==> src/rtl/ddf_pkg.sv <==
// shared types and constants for the decimal digit formatter
// no dependencies; used by the interfaces and every module of the block

package ddf_pkg;

	localparam int VALUE_W      = 16;
	localparam int COUNT_W      = 3;
	localparam int COL_W        = 8;
	localparam int PAGE_W       = 3;
	localparam int CHAR_W       = 6;
	localparam int FH_W         = 8;
	localparam int DIG_W        = 4;
	localparam int MAX_DIGITS_DEF = 5;
	localparam int STEP_CNT_W   = $clog2(VALUE_W);

	localparam logic [FH_W-1:0]   FH_RESET   = 8'd16;
	localparam logic [CHAR_W-1:0] BLANK_CODE = 6'd32;
	localparam logic [CHAR_W-1:0] ZERO_CODE  = 6'd48;
	localparam logic [STEP_CNT_W-1:0] LAST_STEP = STEP_CNT_W'(VALUE_W - 1);

	typedef struct packed {
		logic [VALUE_W-1:0] value;
		logic [COUNT_W-1:0] digit_count;
		logic [COL_W-1:0]   start_column;
		logic [PAGE_W-1:0]  page;
	} item_in_t;

	typedef struct packed {
		logic [CHAR_W-1:0] char_code;
		logic [COL_W-1:0]  column;
		logic [PAGE_W-1:0] page_out;
		logic              last;
	} item_out_t;

	// controller to datapath
	typedef struct packed {
		logic load;
		logic shift;
		logic emit;
	} cmd_t;

	// datapath to controller
	typedef struct packed {
		logic in_empty;
		logic out_free;
		logic last_digit;
	} sts_t;

endpackage

==> src/rtl/ddf_ifs.sv <==
// valid/ready channel interfaces for input items, result items and config writes
// depends on ddf_pkg

interface ddf_in_if;
	logic              valid;
	logic              ready;
	ddf_pkg::item_in_t data;
	modport source (output valid, output data, input ready);
	modport sink (input valid, input data, output ready);
endinterface

interface ddf_out_if;
	logic               valid;
	logic               ready;
	ddf_pkg::item_out_t data;
	modport source (output valid, output data, input ready);
	modport sink (input valid, input data, output ready);
endinterface

interface ddf_cfg_if;
	logic                      valid;
	logic                      ready;
	logic [ddf_pkg::FH_W-1:0]  data;
	modport source (output valid, output data, input ready);
	modport sink (input valid, input data, output ready);
endinterface

==> src/rtl/ddf_datapath.sv <==
// datapath: shift-add-3 binary to bcd converter, digit emitter, output register
// depends on ddf_pkg

module ddf_datapath #(
	parameter int MAX_DIGITS = ddf_pkg::MAX_DIGITS_DEF
) (
	input  logic                         clk,
	input  logic                         arst_n,
	input  ddf_pkg::cmd_t                cmd,
	output ddf_pkg::sts_t                sts,
	input  ddf_pkg::item_in_t            in_data,
	input  logic                         cfg_wr,
	input  logic [ddf_pkg::FH_W-1:0]     cfg_data,
	output logic                         out_valid,
	input  logic                         out_ready,
	output ddf_pkg::item_out_t           out_data
);

	localparam int BCD_W = ddf_pkg::DIG_W * MAX_DIGITS;
	localparam int CNT_W = $clog2(MAX_DIGITS + 1);
	localparam int IDX_W = (MAX_DIGITS > 1) ? $clog2(MAX_DIGITS) : 1;
	localparam logic [ddf_pkg::COUNT_W-1:0] MAX_CNT = ddf_pkg::COUNT_W'(MAX_DIGITS);
	localparam logic [CNT_W-1:0] ONE = CNT_W'(1);

	logic [ddf_pkg::FH_W-1:0]    font_height_q;
	logic [ddf_pkg::VALUE_W-1:0] bin_q;
	logic [BCD_W-1:0]            bcd_q;
	logic [CNT_W-1:0]            rem_q;
	logic [ddf_pkg::COL_W-1:0]   col_q;
	logic [ddf_pkg::PAGE_W-1:0]  page_q;
	logic                        shown_q;
	logic                        out_valid_q;
	ddf_pkg::item_out_t          out_q;

	logic [ddf_pkg::COUNT_W-1:0] cnt_clamp;
	logic [BCD_W-1:0]            adj_v;
	logic [ddf_pkg::DIG_W-1:0]   dig_a [MAX_DIGITS];
	logic [IDX_W-1:0]            idx;
	logic [ddf_pkg::DIG_W-1:0]   digit;
	logic                        is_last;
	logic                        blank;
	logic [ddf_pkg::COL_W-1:0]   step;

	assign cnt_clamp = (in_data.digit_count > MAX_CNT) ? MAX_CNT : in_data.digit_count;

	// add 3 to every bcd digit of five or more before the shift
	always_comb begin
		for (int i = 0; i < MAX_DIGITS; i++) begin
			dig_a[i] = bcd_q[i*ddf_pkg::DIG_W +: ddf_pkg::DIG_W];
			adj_v[i*ddf_pkg::DIG_W +: ddf_pkg::DIG_W] = (dig_a[i] >= 4'd5) ?
				dig_a[i] + 4'd3 : dig_a[i];
		end
	end

	assign idx     = IDX_W'(rem_q - ONE);
	assign digit   = dig_a[idx];
	assign is_last = (rem_q == ONE);
	assign blank   = !shown_q && !is_last && (digit == '0);
	assign step    = font_height_q >> 1;

	assign sts.in_empty   = (cnt_clamp == '0);
	assign sts.out_free   = !out_valid_q || out_ready;
	assign sts.last_digit = is_last;

	always_ff @(posedge clk or negedge arst_n) begin
		if (!arst_n) begin
			font_height_q <= ddf_pkg::FH_RESET;
			out_valid_q   <= 1'b0;
			rem_q         <= '0;
		end else begin
			if (cfg_wr) begin
				font_height_q <= cfg_data;
			end
			if (cmd.load) begin
				rem_q <= CNT_W'(cnt_clamp);
			end else if (cmd.emit) begin
				rem_q <= rem_q - ONE;
			end
			if (cmd.emit) begin
				out_valid_q <= 1'b1;
			end else if (out_ready) begin
				out_valid_q <= 1'b0;
			end
		end
	end

	always_ff @(posedge clk) begin
		if (cmd.load) begin
			bin_q   <= in_data.value;
			bcd_q   <= '0;
			col_q   <= in_data.start_column;
			page_q  <= in_data.page;
			shown_q <= 1'b0;
		end else if (cmd.shift) begin
			bcd_q <= {adj_v[BCD_W-2:0], bin_q[ddf_pkg::VALUE_W-1]};
			bin_q <= bin_q << 1;
		end else if (cmd.emit) begin
			col_q   <= col_q + step;
			shown_q <= shown_q || !blank;
		end
		if (cmd.emit) begin
			out_q.char_code <= blank ? ddf_pkg::BLANK_CODE :
				ddf_pkg::ZERO_CODE + ddf_pkg::CHAR_W'(digit);
			out_q.column    <= col_q;
			out_q.page_out  <= page_q;
			out_q.last      <= is_last;
		end
	end

	assign out_valid = out_valid_q;
	assign out_data  = out_q;

endmodule

==> src/rtl/ddf_ctrl.sv <==
// controller: sequences load, sixteen conversion steps and per-digit emission
// depends on ddf_pkg

module ddf_ctrl (
	input  logic           clk,
	input  logic           arst_n,
	input  logic           in_valid,
	output logic           in_ready,
	input  ddf_pkg::sts_t  sts,
	output ddf_pkg::cmd_t  cmd
);

	typedef enum logic [1:0] {
		S_IDLE,
		S_CONV,
		S_EMIT
	} state_t;

	state_t                           state_q;
	logic [ddf_pkg::STEP_CNT_W-1:0]   step_q;

	assign in_ready  = (state_q == S_IDLE);
	assign cmd.load  = (state_q == S_IDLE) && in_valid;
	assign cmd.shift = (state_q == S_CONV);
	assign cmd.emit  = (state_q == S_EMIT) && sts.out_free;

	always_ff @(posedge clk or negedge arst_n) begin
		if (!arst_n) begin
			state_q <= S_IDLE;
			step_q  <= '0;
		end else begin
			case (state_q)
				S_IDLE: begin
					if (in_valid && !sts.in_empty) begin
						state_q <= S_CONV;
						step_q  <= '0;
					end
				end
				S_CONV: begin
					step_q <= step_q + ddf_pkg::STEP_CNT_W'(1);
					if (step_q == ddf_pkg::LAST_STEP) begin
						state_q <= S_EMIT;
					end
				end
				S_EMIT: begin
					if (sts.out_free && sts.last_digit) begin
						state_q <= S_IDLE;
					end
				end
				default: begin
					state_q <= S_IDLE;
				end
			endcase
		end
	end

	a_emit_needs_room: assert property (@(posedge clk) disable iff (!arst_n)
		cmd.emit |-> sts.out_free)
		else $error("emit while output register is occupied");

	a_load_starts_conv: assert property (@(posedge clk) disable iff (!arst_n)
		(cmd.load && !sts.in_empty) |=> (state_q == S_CONV && step_q == '0))
		else $error("conversion did not start from step zero");

	a_conv_ends: assert property (@(posedge clk) disable iff (!arst_n)
		(state_q == S_CONV && step_q == ddf_pkg::LAST_STEP) |=> (state_q == S_EMIT))
		else $error("conversion did not hand over to emission");

	a_cmd_exclusive: assert property (@(posedge clk) disable iff (!arst_n)
		!(cmd.load && (cmd.shift || cmd.emit)) && !(cmd.shift && cmd.emit))
		else $error("datapath commands overlap");

endmodule

==> src/rtl/decimal_digit_formatter.sv <==
// top level of the decimal digit formatter: controller plus datapath
// depends on ddf_pkg, ddf_ifs, ddf_ctrl, ddf_datapath
//
//  channel    dir   payload                                     handshake
//  item_in    sink  value, digit_count, start_column, page      valid/ready
//  item_out   src   char_code, column, page_out, last           valid/ready
//  cfg        sink  font_height (8 bits)                        valid/ready, always ready
//
//  an item is loaded, put through sixteen shift-add-3 steps, then emitted one digit per cycle
//  while item_out has room; a zero count is only loaded and gives no character
//  most of the time per item goes to the sixteen-step serial bcd conversion
//  the next item is taken as soon as the last character sits in the output register
//  a stalled item_out holds emission but never loses a character
//  arst_n clears the state machine, the output valid flag and font_height to 16

module decimal_digit_formatter #(
	parameter int MAX_DIGITS = ddf_pkg::MAX_DIGITS_DEF
) (
	input  logic      clk,
	input  logic      arst_n,
	ddf_in_if.sink    item_in,
	ddf_out_if.source item_out,
	ddf_cfg_if.sink   cfg
);

	ddf_pkg::cmd_t cmd;
	ddf_pkg::sts_t sts;

	// register write is taken every cycle
	assign cfg.ready = 1'b1;

	ddf_ctrl u_ctrl (
		.clk      (clk),
		.arst_n   (arst_n),
		.in_valid (item_in.valid),
		.in_ready (item_in.ready),
		.sts      (sts),
		.cmd      (cmd)
	);

	ddf_datapath #(
		.MAX_DIGITS (MAX_DIGITS)
	) u_datapath (
		.clk       (clk),
		.arst_n    (arst_n),
		.cmd       (cmd),
		.sts       (sts),
		.in_data   (item_in.data),
		.cfg_wr    (cfg.valid),
		.cfg_data  (cfg.data),
		.out_valid (item_out.valid),
		.out_ready (item_out.ready),
		.out_data  (item_out.data)
	);

endmodule

==> src/flat_wrapper.sv <==
// flat-port wrapper written by rule: the top's interface ports become plain ports
module decimal_digit_formatter_flat 
#(
	parameter int MAX_DIGITS = ddf_pkg::MAX_DIGITS_DEF
)
  (clk, arst_n, item_in_valid, item_in_data, item_in_ready, item_out_valid, item_out_data, item_out_ready, cfg_valid, cfg_data, cfg_ready);
  ddf_in_if item_in_i ();
  ddf_out_if item_out_i ();
  ddf_cfg_if cfg_i ();
  input  logic clk;
  input  logic arst_n;
  input wire logic [$bits(item_in_i.valid)-1:0] item_in_valid;
  input wire logic [$bits(item_in_i.data)-1:0] item_in_data;
  output wire logic [$bits(item_in_i.ready)-1:0] item_in_ready;
  output wire logic [$bits(item_out_i.valid)-1:0] item_out_valid;
  output wire logic [$bits(item_out_i.data)-1:0] item_out_data;
  input wire logic [$bits(item_out_i.ready)-1:0] item_out_ready;
  input wire logic [$bits(cfg_i.valid)-1:0] cfg_valid;
  input wire logic [$bits(cfg_i.data)-1:0] cfg_data;
  output wire logic [$bits(cfg_i.ready)-1:0] cfg_ready;
  assign item_in_i.valid = item_in_valid;
  assign item_in_i.data = item_in_data;
  assign item_in_ready = item_in_i.ready;
  assign item_out_valid = item_out_i.valid;
  assign item_out_data = item_out_i.data;
  assign item_out_i.ready = item_out_ready;
  assign cfg_i.valid = cfg_valid;
  assign cfg_i.data = cfg_data;
  assign cfg_ready = cfg_i.ready;
  decimal_digit_formatter #(.MAX_DIGITS(MAX_DIGITS)) u_core (.clk(clk), .arst_n(arst_n), .item_in(item_in_i), .item_out(item_out_i), .cfg(cfg_i));
endmodule
==> config.mk <==
export PLATFORM = sky130hd
export DESIGN_NAME = decimal_digit_formatter_flat
export DESIGN_NICKNAME = d
export VERILOG_FILES = /design/src/rtl/ddf_pkg.sv /design/src/rtl/ddf_ifs.sv /design/src/rtl/ddf_datapath.sv /design/src/rtl/ddf_ctrl.sv /design/src/rtl/decimal_digit_formatter.sv /design/src/flat_wrapper.sv
export SDC_FILE = /design/constraint.sdc
export NUM_CORES = 1
export LEC_CHECK = 0
export BUFFER_PORTS_ARGS = -buffer_cell sky130_fd_sc_hd__buf_2
export CORE_MARGIN = 2
export CORE_UTILIZATION = 35
export CTS_CLUSTER_DIAMETER = 40
export DETAILED_ROUTE_END_ITERATION = 12
export PLACE_DENSITY = 0.57
export SYNTH_ARGS = -nofsm -noshare
export SYNTH_HDL_FRONTEND = slang
export SYNTH_SLANG_ARGS = --single-unit
export TNS_END_PERCENT = 1
==> constraint.sdc <==
create_clock -name clk -period 4.7 [get_ports clk]
set_input_delay 0.47 -clock clk [delete_from_list [all_inputs] [get_ports clk]]
set_output_delay 0.47 -clock clk [all_outputs]
set_load 0.1 [all_outputs]
* Word level (Yosys, flattened, before mapping)
Cells that the tools add are included.
Operators by class: add/subtract/negate cells 9, $lt $le $gt $ge 7, equality and inequality tests 8, multiplexer cells 24, bitwise operators 2, reduce and logical (&&, ||, !) cells 24
Operators by type and width (number):
- $mux 16 | 2
- $mux 4 | 7
- $mux 8 | 3
- $ge 4x3->1 const B | 5
- $add 4x2->4 const B | 4
- $bmux 4 s3 | 1
- $mux 3 | 4
- $add 8x7->8 | 1
- $pmux 4 s2 | 1
- $reduce_bool 2->1 | 4
- $add 5x5->6 const A | 1
- $logic_and 1x1->1 | 6
- $mux 2 | 3
- $ne 2x1->1 const B | 3
- $pmux 2 s3 | 1
- $reduce_and 2->1 | 3
- $logic_not 1->1 | 5
- $add 4x1->4 const B | 1
- $eq 4x4->1 const B | 1
- $ge 4x4->1 const B | 1
- $logic_not 4->1 | 1
- $not 3->4 | 1
- $add 3x2->3 const B | 1
- $eq 3x1->1 const B | 1
- 11 further kinds | 13
Storage, ports and cells: register bits 84, input bits 43, logic and storage cells 88

* Longest topological paths before layout
Gate-level depths: netlist of run 1.
depth in word-level cells 9, gate-level depth with buffers 9, gate-level depth less buffers 8

* Modules after synthesis
Synthesis of run 1 repeated with hierarchy kept, for this count alone.
Unflattened totals: cell total of the unflattened synthesis 367, area total of the unflattened synthesis 4107.7 um^2
By module, submodules not included:
- ddf_datapath | instances 1, cells each 337, area each 3783.6 um^2, seq. area each 2018.2 um^2
- ddf_ctrl | instances 1, cells each 28, area each 312.8 um^2, seq. area each 150.1 um^2
- decimal_digit_formatter | instances 1, cells each 2, area each 11.3 um^2, seq. area each 0.0 um^2

* Worst setup path before layout of run 1
Ideal clock, no wire load.
kind register to register, start point register u_core.u_ctrl.state_q[1], end point register u_core.u_datapath.bin_q[0] (netlist bit) (enable), library setup time 372 ps, arrival 2928 ps, data required time 4328 ps, slack 1401 ps, cell stages (with the launch flop) 6, path buffers 2, clock period less this slack 3299 ps, path through dfrtp_1 > nor2_1 > nand2_1 > clkbuf_1 > buf_1 > nand2_1
Between the ends: longest elaborated chain between the ends 3, elaborated cells between the ends (all ways) 4, those cells by class eq/ne (1); reduce/logical (3)
Ends and longest elaborated chain:
- from (decl) | RTL line ddf_ctrl.sv:19 | state_t state_q;
- from (signal assigned) | RTL line ddf_ctrl.sv:29 | state_q <= S_IDLE;
- from (signal assigned) | RTL line ddf_ctrl.sv:35 | state_q <= S_CONV;
- from (signal assigned) | RTL line ddf_ctrl.sv:42 | state_q <= S_EMIT;
- $logic_not 2->1
- net item_in_ready | RTL line flat_wrapper.sv:14 | output wire logic [$bits(item_in_i.ready)-1:0] item_in_ready;
- $logic_and 1x1->1 | RTL line ddf_ctrl.sv:23 | assign cmd.load = (state_q == S_IDLE) && in_valid;
- $reduce_bool 2->1 (no line)
- to (signal assigned) | RTL line ddf_datapath.sv:89 | bin_q <= in_data.value;
- to (signal assigned) | RTL line ddf_datapath.sv:96 | bin_q <= bin_q << 1;
- to (decl) | RTL line ddf_datapath.sv:26 | logic [ddf_pkg::VALUE_W-1:0] bin_q;
The timed path passes the listed nets, and every way through them passes these cells. A chain may end at the register's enable or synchronous reset.

* Final worst setup path of run 1
start point register u_core.u_datapath.rem_q[0], end point register u_core.u_datapath.out_q, in the netlist u_core.u_datapath.out_data[16], data pin
Between the ends: longest elaborated chain between the ends 7, elaborated cells between the ends (all ways) 11, those cells by class add/sub (2); eq/ne (1); mux (3); bitwise (1); reduce/logical (4)
Ends and longest elaborated chain:
- from (decl) | RTL line ddf_datapath.sv:28 | logic [CNT_W-1:0] rem_q;
- from (signal assigned) | RTL line ddf_datapath.sv:75 | rem_q <= CNT_W'(cnt_clamp);
- from (signal assigned) | RTL line ddf_datapath.sv:77 | rem_q <= rem_q - ONE;
- parallel branches: the longest is 7 deep, another holds $add 5x5->6
- to (decl) | RTL line ddf_datapath.sv:33 | ddf_pkg::item_out_t out_q;
Parallel ways; which one is timed is not known. The select of a mux whose other input is x is not followed.

==> results of run 1 <==
Yosys cell counts (2+ instances only):
library cell | instances | share of area (%)
nor2_1 | 29 | 2.7
a211oi_1 | 3 | 0.56
inv_1 | 22 | 2.1
o2111ai_1 | 2 | 0.44
nor3b_1 | 3 | 0.56
mux2_2 | 7 | 2.0
dfrtp_1 | 16 | 10
nand3_1 | 18 | 2.3
ha_1 | 20 | 6.3
a21oi_1 | 25 | 3.1
a221o_1 | 4 | 1.0
buf_4 | 2 | 0.38
mux2i_1 | 7 | 1.8
nand2b_1 | 9 | 1.4
dfxtp_1 | 21 | 11
nor2b_1 | 2 | 0.31
buf_1 | 4 | 0.38
o31ai_1 | 3 | 0.56
o211ai_1 | 2 | 0.38
nand3b_1 | 2 | 0.38
nor3_1 | 6 | 0.75
clkbuf_1 | 9 | 0.84
inv_2 | 2 | 0.19
edfxtp_1 | 44 | 33
xor2_1 | 11 | 2.4
nand2_1 | 68 | 6.4
o32ai_1 | 4 | 0.88
o21ai_0 | 26 | 3.3
xnor2_1 | 5 | 1.1
or3_1 | 2 | 0.31
worst min-delay path by stage:
stage | from | endpoint | slack [ns] | depth (start not counted)
3_3_place_gp | u_core.u_datapath.page_q[0] | u_core.u_datapath.out_data[1] | 0.41 | 0
5_1_grt | arst_n | u_core.u_datapath.font_height_q[3] | 0.09 | 1
4_1_cts | arst_n | u_core.u_datapath.font_height_q[3] | 0.07 | 1
2_1_floorplan | arst_n | u_core.u_ctrl.state_q[0] | 0.17 | 0
3_5_place_dp | u_core.u_datapath.page_q[2] | u_core.u_datapath.out_data[3] | 0.41 | 0
6_report | arst_n | u_core.u_datapath.font_height_q[2] | 0.07 | 1
logic make-up after synthesis:
group                      synth area share (%)
xor gates and xnor gates                  3.503
AOI/OAI and AO/OA                         11.48
buffers and inverters                     4.129
and+or+nand+nor                           16.11
other                                   0.09375
adders and majority gates                 6.756
DFF                                       54.21
muxes                                     3.722
final cells by class:
class | instances | area, sq um
clock buffers | 12 | 236.5
well taps | 143 | 178.9
multi-input cells | 273 | 1670
flip-flops and latches | 82 | 2168
clock inverters | 4 | 68.82
fillers | 1126 | 6551
repair buffers | 61 | 307.8
inverters | 24 | 90.09
metal layers:
metal | share of wire (%) | global-route usage, % | vias to the layer above
met4 | 1.3 | 5.833 | 0
li1 | - | - | 1486
met5 | 0 | 0 | -
met1 | 45 | 17.67 | 1398
met3 | 4.2 | 3.663 | 6
met2 | 49 | 23.35 | 50
state kept, by name (all words and copies together), names as in the netlist:
signal,count
u_core.u_datapath.rem_q,3
u_core.u_datapath.col_q,8
u_core.u_ctrl.step_q,4
u_core.u_datapath.bin_q,16
u_core.u_datapath.font_height_q,7
u_core.u_datapath.out_data,17
u_core.u_datapath.shown_q,1
u_core.u_datapath.bcd_q,20
u_core.u_ctrl.state_q,2
u_core.u_datapath.out_valid,1
u_core.u_datapath.page_q,3
stage by stage:
step,instance area [sq um],hold slack [ns],power [mW]
after CTS,4721,0.07119,3.121
after global routing,4721,0.09062,3.352
after floorplan,4004,0.1744,2.134
after global placement,4415,0.4060,2.341
final,4721,0.06640,3.091
after detailed placement,4415,0.4102,2.382
power by group through the flow:
stage	Clock (mW)	Combinational [mW]	Sequential [mW]
6_report	0.729	1.14	1.22
5_1_grt	0.778	1.32	1.25
4_1_cts	0.746	1.16	1.22
3_5_place_dp	0	1.15	1.23
3_3_place_gp	0	1.12	1.22
2_1_floorplan	0	0.938	1.20
==> results.yml, run 1 <==
outcome:
  status: "completed"
placed_design:
  pre_cts_slack_ns: 1.449
  dp.cells: 583
  portBuffers: 60
  place_hpwl_um: 5736
  gp_congestion: 0.8037
global_routing:
  grt_pass1_wl_um: 14010
  antenna_found_initial: 0
  grt_max_degree: 41
  grt-ovfl-total: 0
  grt_pass1_vias: 2936
  grt_usage_pct: 14.14
power:
  p_leak_nw: 2.038
  p_sw_mw: 1.123
  p_sw_share_pct: 36.32
  seq_power_share_pct: 39.4
  p_comb_share_pct: 37.0
  p_clk_share_pct: 23.6
  p_per_area_mw_per_mm2: 654.9
  irDropWorstVdd_v: 0.0002005
  power.internal_mw: 1.969
die:
  core_area_sq_mm: 0.01127
  die_h_um: 110.9
  die_area_sq_mm: 0.01230
  num_io_pins: 64
  rows: 39
  start_util_pct: 35.49
  die_width_um: 110.9
logic_synthesis:
  ys_types: 46
  syn_area_per_cell_sq_um: 10.15
  synth-seq-cells: 82
  yosys_most_used_dff: "edfxtp_1"
  synthesis.area_sq_mm: 0.004000
  async_flop_share_pct: 20.73
  syn_inst: 394
  yosys_warnings: 0
  ys_seq_area_share_pct: 54.21
  synth_edf_count: 44
layout:
  layout-drive-gt1-share_pct: 18.42
  fin_nets: 515
  syn2layout_area_growth_pct: 18.02
  instances_no_fill: 599
  antenna-diode-count: 0
  mostFrequentLayoutCells: "nand2_1 (68), buf_2 (60), edfxtp_1 (44)"
  final_common_cell: "nand2_1"
  postLayoutCoreUtil_pct: 41.88
setup_path:
  worst_setup_path_start_kind: "flip-flop"
  cp_cell_sequence: "inv_1, ha_1, xor2_1, mux2_2, a221o_1, or4b_4"
  crit_path_max_fanout: 12
  reg2reg_slack_ns: 1.46
  endpoint: "u_core.u_datapath.out_data[16]"
  reg2reg_depth: 6
  worst-path-buf-inv: 1
  arrival_ns: 3.31
  crit_family: "XOR/XNOR gates"
  cp.depth: 6
  critPathMaxStageDelay_ns: 0.66
  cp.required_ns: 4.77
  r2r_end: "u_core.u_datapath.out_data[16]"
  worstSetupStartpoint: "u_core.u_datapath.rem_q[0]"
  slowest_stage: "xor2_1"
  cp-end-kind: "flip-flop"
  r2r-start: "u_core.u_datapath.rem_q[0]"
  critPathKind: "reg -> reg"
cts:
  path_clk_slew_ns: 0.06
  clock_sinks: 82
  cts_setup_buffers: 0
  root_buffer: "clkbuf_16"
  clock_latency_ns: 0.33
  clk_path_buf_depth: 2
  cts_resized: 0
  cts_htree_levels: 3
  numCtsBuffers: 9
  hold_buffers: 0
  cts_tree: "done"
route:
  vias: 2940
  routed_wirelength_um: 8238
  post_drt_wl_per_cell_um: 13.75
  first_pass_iters: 5
  dr.first_iter.drc_count: 192
  ant_nets: 0
  routed_via_density: 4.908
  drc_errors: 0
timing:
  period_share_pct: 68.84
  worstMarginPinSlew_ns: 1.119
  slew_violations: 0
  setup_tns_ns: 0
  fmax_mhz: 309.1
  slew_headroom_pct: 25.41
  finalCriticalPeriod_ns: 3.236
  finalHoldViolations: 0
  setup_violations: 0
  fin_ws_ns: 1.464
  rsz0062_at_grt: "false"
  fin_worst_skew_ns: 0.003820
hold_path:
  hold_class: "in -> async"
job:
  cap_viol_max_count: 0
No activity file was read; power rests on OpenSTA's default activity.
==> inputs of run 2 (changes only) <==
- PLACE_DENSITY: 0.57 -> 0.59
- clock period: 4.7 -> 2.6 ns (I/O delays scaled with it)
==> run 2 against run 1 <==
Against the previous run:
- clock skew up 0.0052 ns
- combinational power up 92%
- hold slack better by 0.033 ns
- global-route usage down 0.47 points
- sequential share of layout area down 0.60 points
- setup slack worse by 1.3 ns
- via count up 2.3%
- final cell count up 1.7%
- sequential power up 78%
- clock power up 69%
- critical path depth unchanged
- first-iteration DRC count down 6.8%
- critical endpoint unchanged
- largest cell class unchanged
==> results.yml, run 2 (synthesized netlist as in run 1, its figures left out) <==
layout:
  layout-drive-gt1-share_pct: 20.17
  mostFrequentLayoutCells: "nand2_1 (68), buf_2 (60), edfxtp_1 (44)"
  nFillCells: 1098
  syn2layout_area_growth_pct: 19.58
  regArea_sq_mm: 0.002168
  fin_nets: 525
  largest_reg_flops: 20
  antenna-diode-count: 0
  final_common_cell: "nand2_1"
  regMostFlops: "u_core.u_datapath.bcd_q"
  multiInputGateArea_sq_mm: 0.001678
setup_path:
  cp_cell_sequence: "inv_1, ha_1, xor2_1, mux2_2, a221o_1, or4b_4"
  critPathKind: "reg -> reg"
  worst-path-buf-inv: 1
  arrival_ns: 2.48
  cp-end-kind: "flip-flop"
  crit_family: "simple AND/OR/NAND/NOR gates"
  cp.required_ns: 2.67
  worst_setup_path_start_kind: "flip-flop"
  critPathMaxStageDelay_ns: 0.53
  endpoint: "u_core.u_datapath.out_data[16]"
  cp.depth: 6
  slowest_stage: "or4b_4"
  r2r_end: "u_core.u_datapath.out_data[16]"
  worstSetupStartpoint: "u_core.u_datapath.rem_q[0]"
  reg2reg_depth: 6
  r2r-start: "u_core.u_datapath.rem_q[0]"
  reg2reg_slack_ns: 0.19
  crit_path_max_fanout: 3
timing:
  period_share_pct: 92.77
  fmax_mhz: 414.6
  finalCriticalPeriod_ns: 2.412
  slew_headroom_pct: 48.98
  fin_worst_skew_ns: 0.008971
  setup_violations: 0
  slew_violations: 0
  worstMarginPinSlew_ns: 0.7624
  rsz0062_at_grt: "false"
  hold_ws_ns: 0.09907
  finalHoldViolations: 0
cts:
  path_clk_slew_ns: 0.06
  cts_tree: "done"
  clk_path_buf_depth: 2
  numCtsBuffers: 9
  root_buffer: "clkbuf_16"
  cts_htree_levels: 3
  clock_sinks: 82
  clock_latency_ns: 0.34
die:
  die_h_um: 110.9
  num_io_pins: 64
  die_area_sq_mm: 0.01230
  die_width_um: 110.9
  rows: 39
  start_util_pct: 35.49
  core_area_sq_mm: 0.01127
placed_design:
  portBuffers: 60
  gp_congestion: 0.8163
  place_hpwl_um: 5989
global_routing:
  antenna_found_initial: 0
  grt_max_degree: 36
  grt_pass1_wl_um: 13600
  grt_usage_pct: 13.67
  grt-ovfl-total: 0
  grt_pass1_vias: 2832
route:
  drc_errors: 0
  vias: 3008
  post_drt_wl_per_cell_um: 13.46
  routed_wirelength_um: 8196
  ant_nets: 0
  routed_via_density: 4.939
  dr.first_iter.drc_count: 179
  first_pass_iters: 4
power:
  p_leak_nw: 2.073
  irDropWorstVdd_v: 0.0003636
  finalPower_mw: 5.593
  p_per_area_mw_per_mm2: 1169
hold_path:
  hold_class: "in -> reg"
outcome:
  status: "completed"
job:
  cap_viol_max_count: 0
==> run 2: cell count changes in the layout (fill, tap and decap cells not counted), sizes merged <==
cell and change:
buf +9, bufinv -1, clkbuf +1, clkinv -1, clkinvlp +1, dlygate4sd3 +1
==> run 2: how the worst min path moves through the flow <==
stage,from,to,cells past startpoint
2_1_floorplan,arst_n,u_core.u_ctrl.state_q[0],0
3_3_place_gp,arst_n,u_core.u_datapath.font_height_q[3],1
3_5_place_dp,arst_n,u_core.u_datapath.font_height_q[3],1
4_1_cts,item_in_data[0],u_core.u_datapath.page_q[0],1
5_1_grt,item_in_data[1],u_core.u_datapath.page_q[1],1
6_report,item_in_data[0],u_core.u_datapath.page_q[0],1
==> run 2: metrics by stage <==
stage | TNS [ns] | std cells | instance area, sq um | setup slack (ns) | utilization [%]
6_report | 0 | 609 | 4783 | 0.1879 | 42.44
5_1_grt | 0 | 609 | 4783 | 0.08871 | 42.44
4_1_cts | 0 | 609 | 4783 | 0.1933 | 42.44
3_5_place_dp | 0 | 592 | 4491 | 0.1965 | 39.84
3_3_place_gp | 0 | 592 | 4491 | 0.2494 | 39.84
2_1_floorplan | -0.1459 | 395 | 4011 | -0.08740 | -
==> run 2: what timing repair did <==
item                                   CTS  global route
endpoints found under the hold margin   16             0
hold buffers                             1             0
resized for setup                        0             0
buffers inserted                         0             0
==> run 2: layout make-up <==
| class | count | area share [%] |
|---|---|---|
| clock buffer | 13 | 5.022 |
| clock inverter | 3 | 0.8894 |
| inverter | 24 | 1.883 |
| multi-input combinational | 273 | 35.08 |
| sequential | 82 | 45.33 |
| tap | 143 | 3.741 |
| timing repair buffer | 71 | 8.057 |
==> run 2: layer usage <==
| layer | part of all wire [%] | global-route usage (%) | wire, um | up-vias |
|---|---|---|---|---|
| li1 | - | - | - | 1511 |
| met1 | 46 | 17.22 | 3792 | 1435 |
| met2 | 48 | 22.62 | 3951 | 45 |
| met3 | 2.8 | 2.187 | 227 | 17 |
| met4 | 2.7 | 7.250 | 225 | 0 |
| met5 | 0 | 0 | 0 | - |
==> run 2: power breakdown <==
part | switching (mW) | internal [mW]
Sequential | 0.273 | 1.90
Combinational | 1.30 | 0.887
Clock | 0.486 | 0.744
==> inputs of run 3 (changes only) <==
- CTS_BUF_LIST: default -> sky130_fd_sc_hd__clkbuf_8 sky130_fd_sc_hd__clkbuf_16
- SETUP_SLACK_MARGIN: default -> 0.2
==> run 3 against run 2 <==
Against the previous run:
- non-clock buffer count is 1 higher
- hold slack better by 0.0032 ns
- register-to-register slack improved by 0.11 ns
- sequential share of layout area decreased by 0.26 points
- final cell count up 0.16%
- critical path depth is the same
- first-iteration DRC count shrank 11%
- via count fell by 0.23%
- sequential cell count unchanged
- combinational power is 2% higher
==> results.yml, run 3 (synthesized netlist as in run 1, its figures left out) <==
setup_path:
  arrival_ns: 2.37
  critPathMaxStageDelay_ns: 0.53
  critPathKind: "reg -> reg"
  cp-end-kind: "flip-flop"
  crit_path_max_fanout: 2
  cp_cell_sequence: "inv_2, ha_4, xor2_2, mux2_2, a221o_1, or4b_4"
  slowest_stage: "or4b_4"
  cp.required_ns: 2.67
  worst-path-buf-inv: 1
  crit_family: "simple AND/OR/NAND/NOR gates"
  worst_setup_path_start_kind: "flip-flop"
layout:
  instances_no_fill: 610
  mostFrequentLayoutCells: "nand2_1 (68), buf_2 (60), edfxtp_1 (44)"
  final_common_cell: "nand2_1"
  fin_nets: 526
  largest_reg_flops: 20
  regMostFlops: "u_core.u_datapath.bcd_q"
  antenna-diode-count: 0
  syn2layout_area_growth_pct: 20.27
  layout-drive-gt1-share_pct: 21.20
timing:
  rsz0062_at_grt: "false"
  fin_worst_skew_ns: 0.009004
  setup_tns_ns: 0
  finalHoldViolations: 0
  period_share_pct: 88.47
  slew_headroom_pct: 48.36
  worstMarginPinSlew_ns: 0.7718
  finalCriticalPeriod_ns: 2.300
  fmax_mhz: 434.7
  slew_violations: 0
  setup_violations: 0
die:
  rows: 39
  start_util_pct: 35.49
  core_area_sq_mm: 0.01127
  num_io_pins: 64
  die_width_um: 110.9
  die_area_sq_mm: 0.01230
  die_h_um: 110.9
cts:
  path_clk_slew_ns: 0.06
  numCtsBuffers: 9
  clock_latency_ns: 0.34
  clk_path_buf_depth: 2
  root_buffer: "clkbuf_16"
  clock_sinks: 82
  cts_tree: "done"
  cts_htree_levels: 3
route:
  routed_wirelength_um: 8231
  routed_via_density: 4.920
  dr.first_iter.drc_count: 160
  vias: 3001
  post_drt_wl_per_cell_um: 13.49
  ant_nets: 0
  first_pass_iters: 4
  drc_errors: 0
global_routing:
  grt-ovfl-total: 0
  grt_pass1_vias: 2833
  antenna_found_initial: 0
  grt_pass1_wl_um: 13610
  grt_usage_pct: 13.68
  grt_max_degree: 36
placed_design:
  portBuffers: 60
  gp_congestion: 0.8163
  place_hpwl_um: 5989
  dp.cells: 592
job:
  cap_viol_max_count: 0
power:
  irDropWorstVdd_v: 0.0003701
  p_per_area_mw_per_mm2: 1170
  p_leak_nw: 2.094
hold_path:
  hold_class: "in -> reg"
outcome:
  status: "completed"
==> run 3: routing by layer <==
metal  vias to the layer above  GRT usage [%]  wire length [um]
met5                         -              0                 0
met4                         0          7.250               221
met3                        17          2.187               215
met2                        45          22.62              3987
met1                      1428          17.26              3806
li1                       1511              -                 -
==> run 3: cell type report <==
cell class / instances / area [sq um]
multi-input combinational: 273 / 1698
clock inverter: 7 / 57.56
timing repair buffer: 72 / 392.9
fill: 1095 / 6461
clock buffer: 9 / 225.2
inverter: 24 / 90.09
tap: 143 / 178.9
sequential: 82 / 2168
==> run 3: power by group <==
part	total [mW]	leakage (nW)	internal (mW)	switching [mW]
Clock	1.21	0.150	0.728	0.485
Sequential	2.18	0.802	1.90	0.280
Combinational	2.24	1.14	0.925	1.31
==> run 3: worst paths after layout <==
check                                            start                            endpoint  slack (ns)  depth (start not counted)
max in group asynchronous                       arst_n  u_core.u_datapath.font_height_q[4]        1.89                          2
min                                    item_in_data[0]         u_core.u_datapath.page_q[0]        0.10                          1
min reg2reg                u_core.u_datapath.page_q[1]       u_core.u_datapath.out_data[2]        0.42                          0
max reg2reg                 u_core.u_datapath.rem_q[0]      u_core.u_datapath.out_data[16]        0.30                          6
min in group asynchronous                       arst_n  u_core.u_datapath.font_height_q[5]        0.39                          2
max                         u_core.u_datapath.rem_q[0]      u_core.u_datapath.out_data[16]        0.30                          6
==> run 3: what timing repair did <==
action / in CTS / in global routing
endpoints found under the setup margin: 1 / 2
gates resized for setup: 1 / 4
pin swaps: 0 / 0
endpoints found under the hold margin: 16 / 0
buffers inserted: 0 / 1
hold buffers: 1 / 0
==> run 3: per-stage QoR <==
stage	cell area (sq um)	hold slack [ns]	setup slack, ns	utilization [%]	total power, mW
floorplan	4011	-0.03559	-0.08740	-	3.865
detailed placement	4491	0.2217	0.1965	39.84	4.402
finish	4811	0.1023	0.2997	42.68	5.630
global placement	4491	0.2174	0.2494	39.84	4.296
global route	4811	0.09222	0.2186	42.68	6.076
CTS	4791	0.08843	0.2163	42.50	5.641
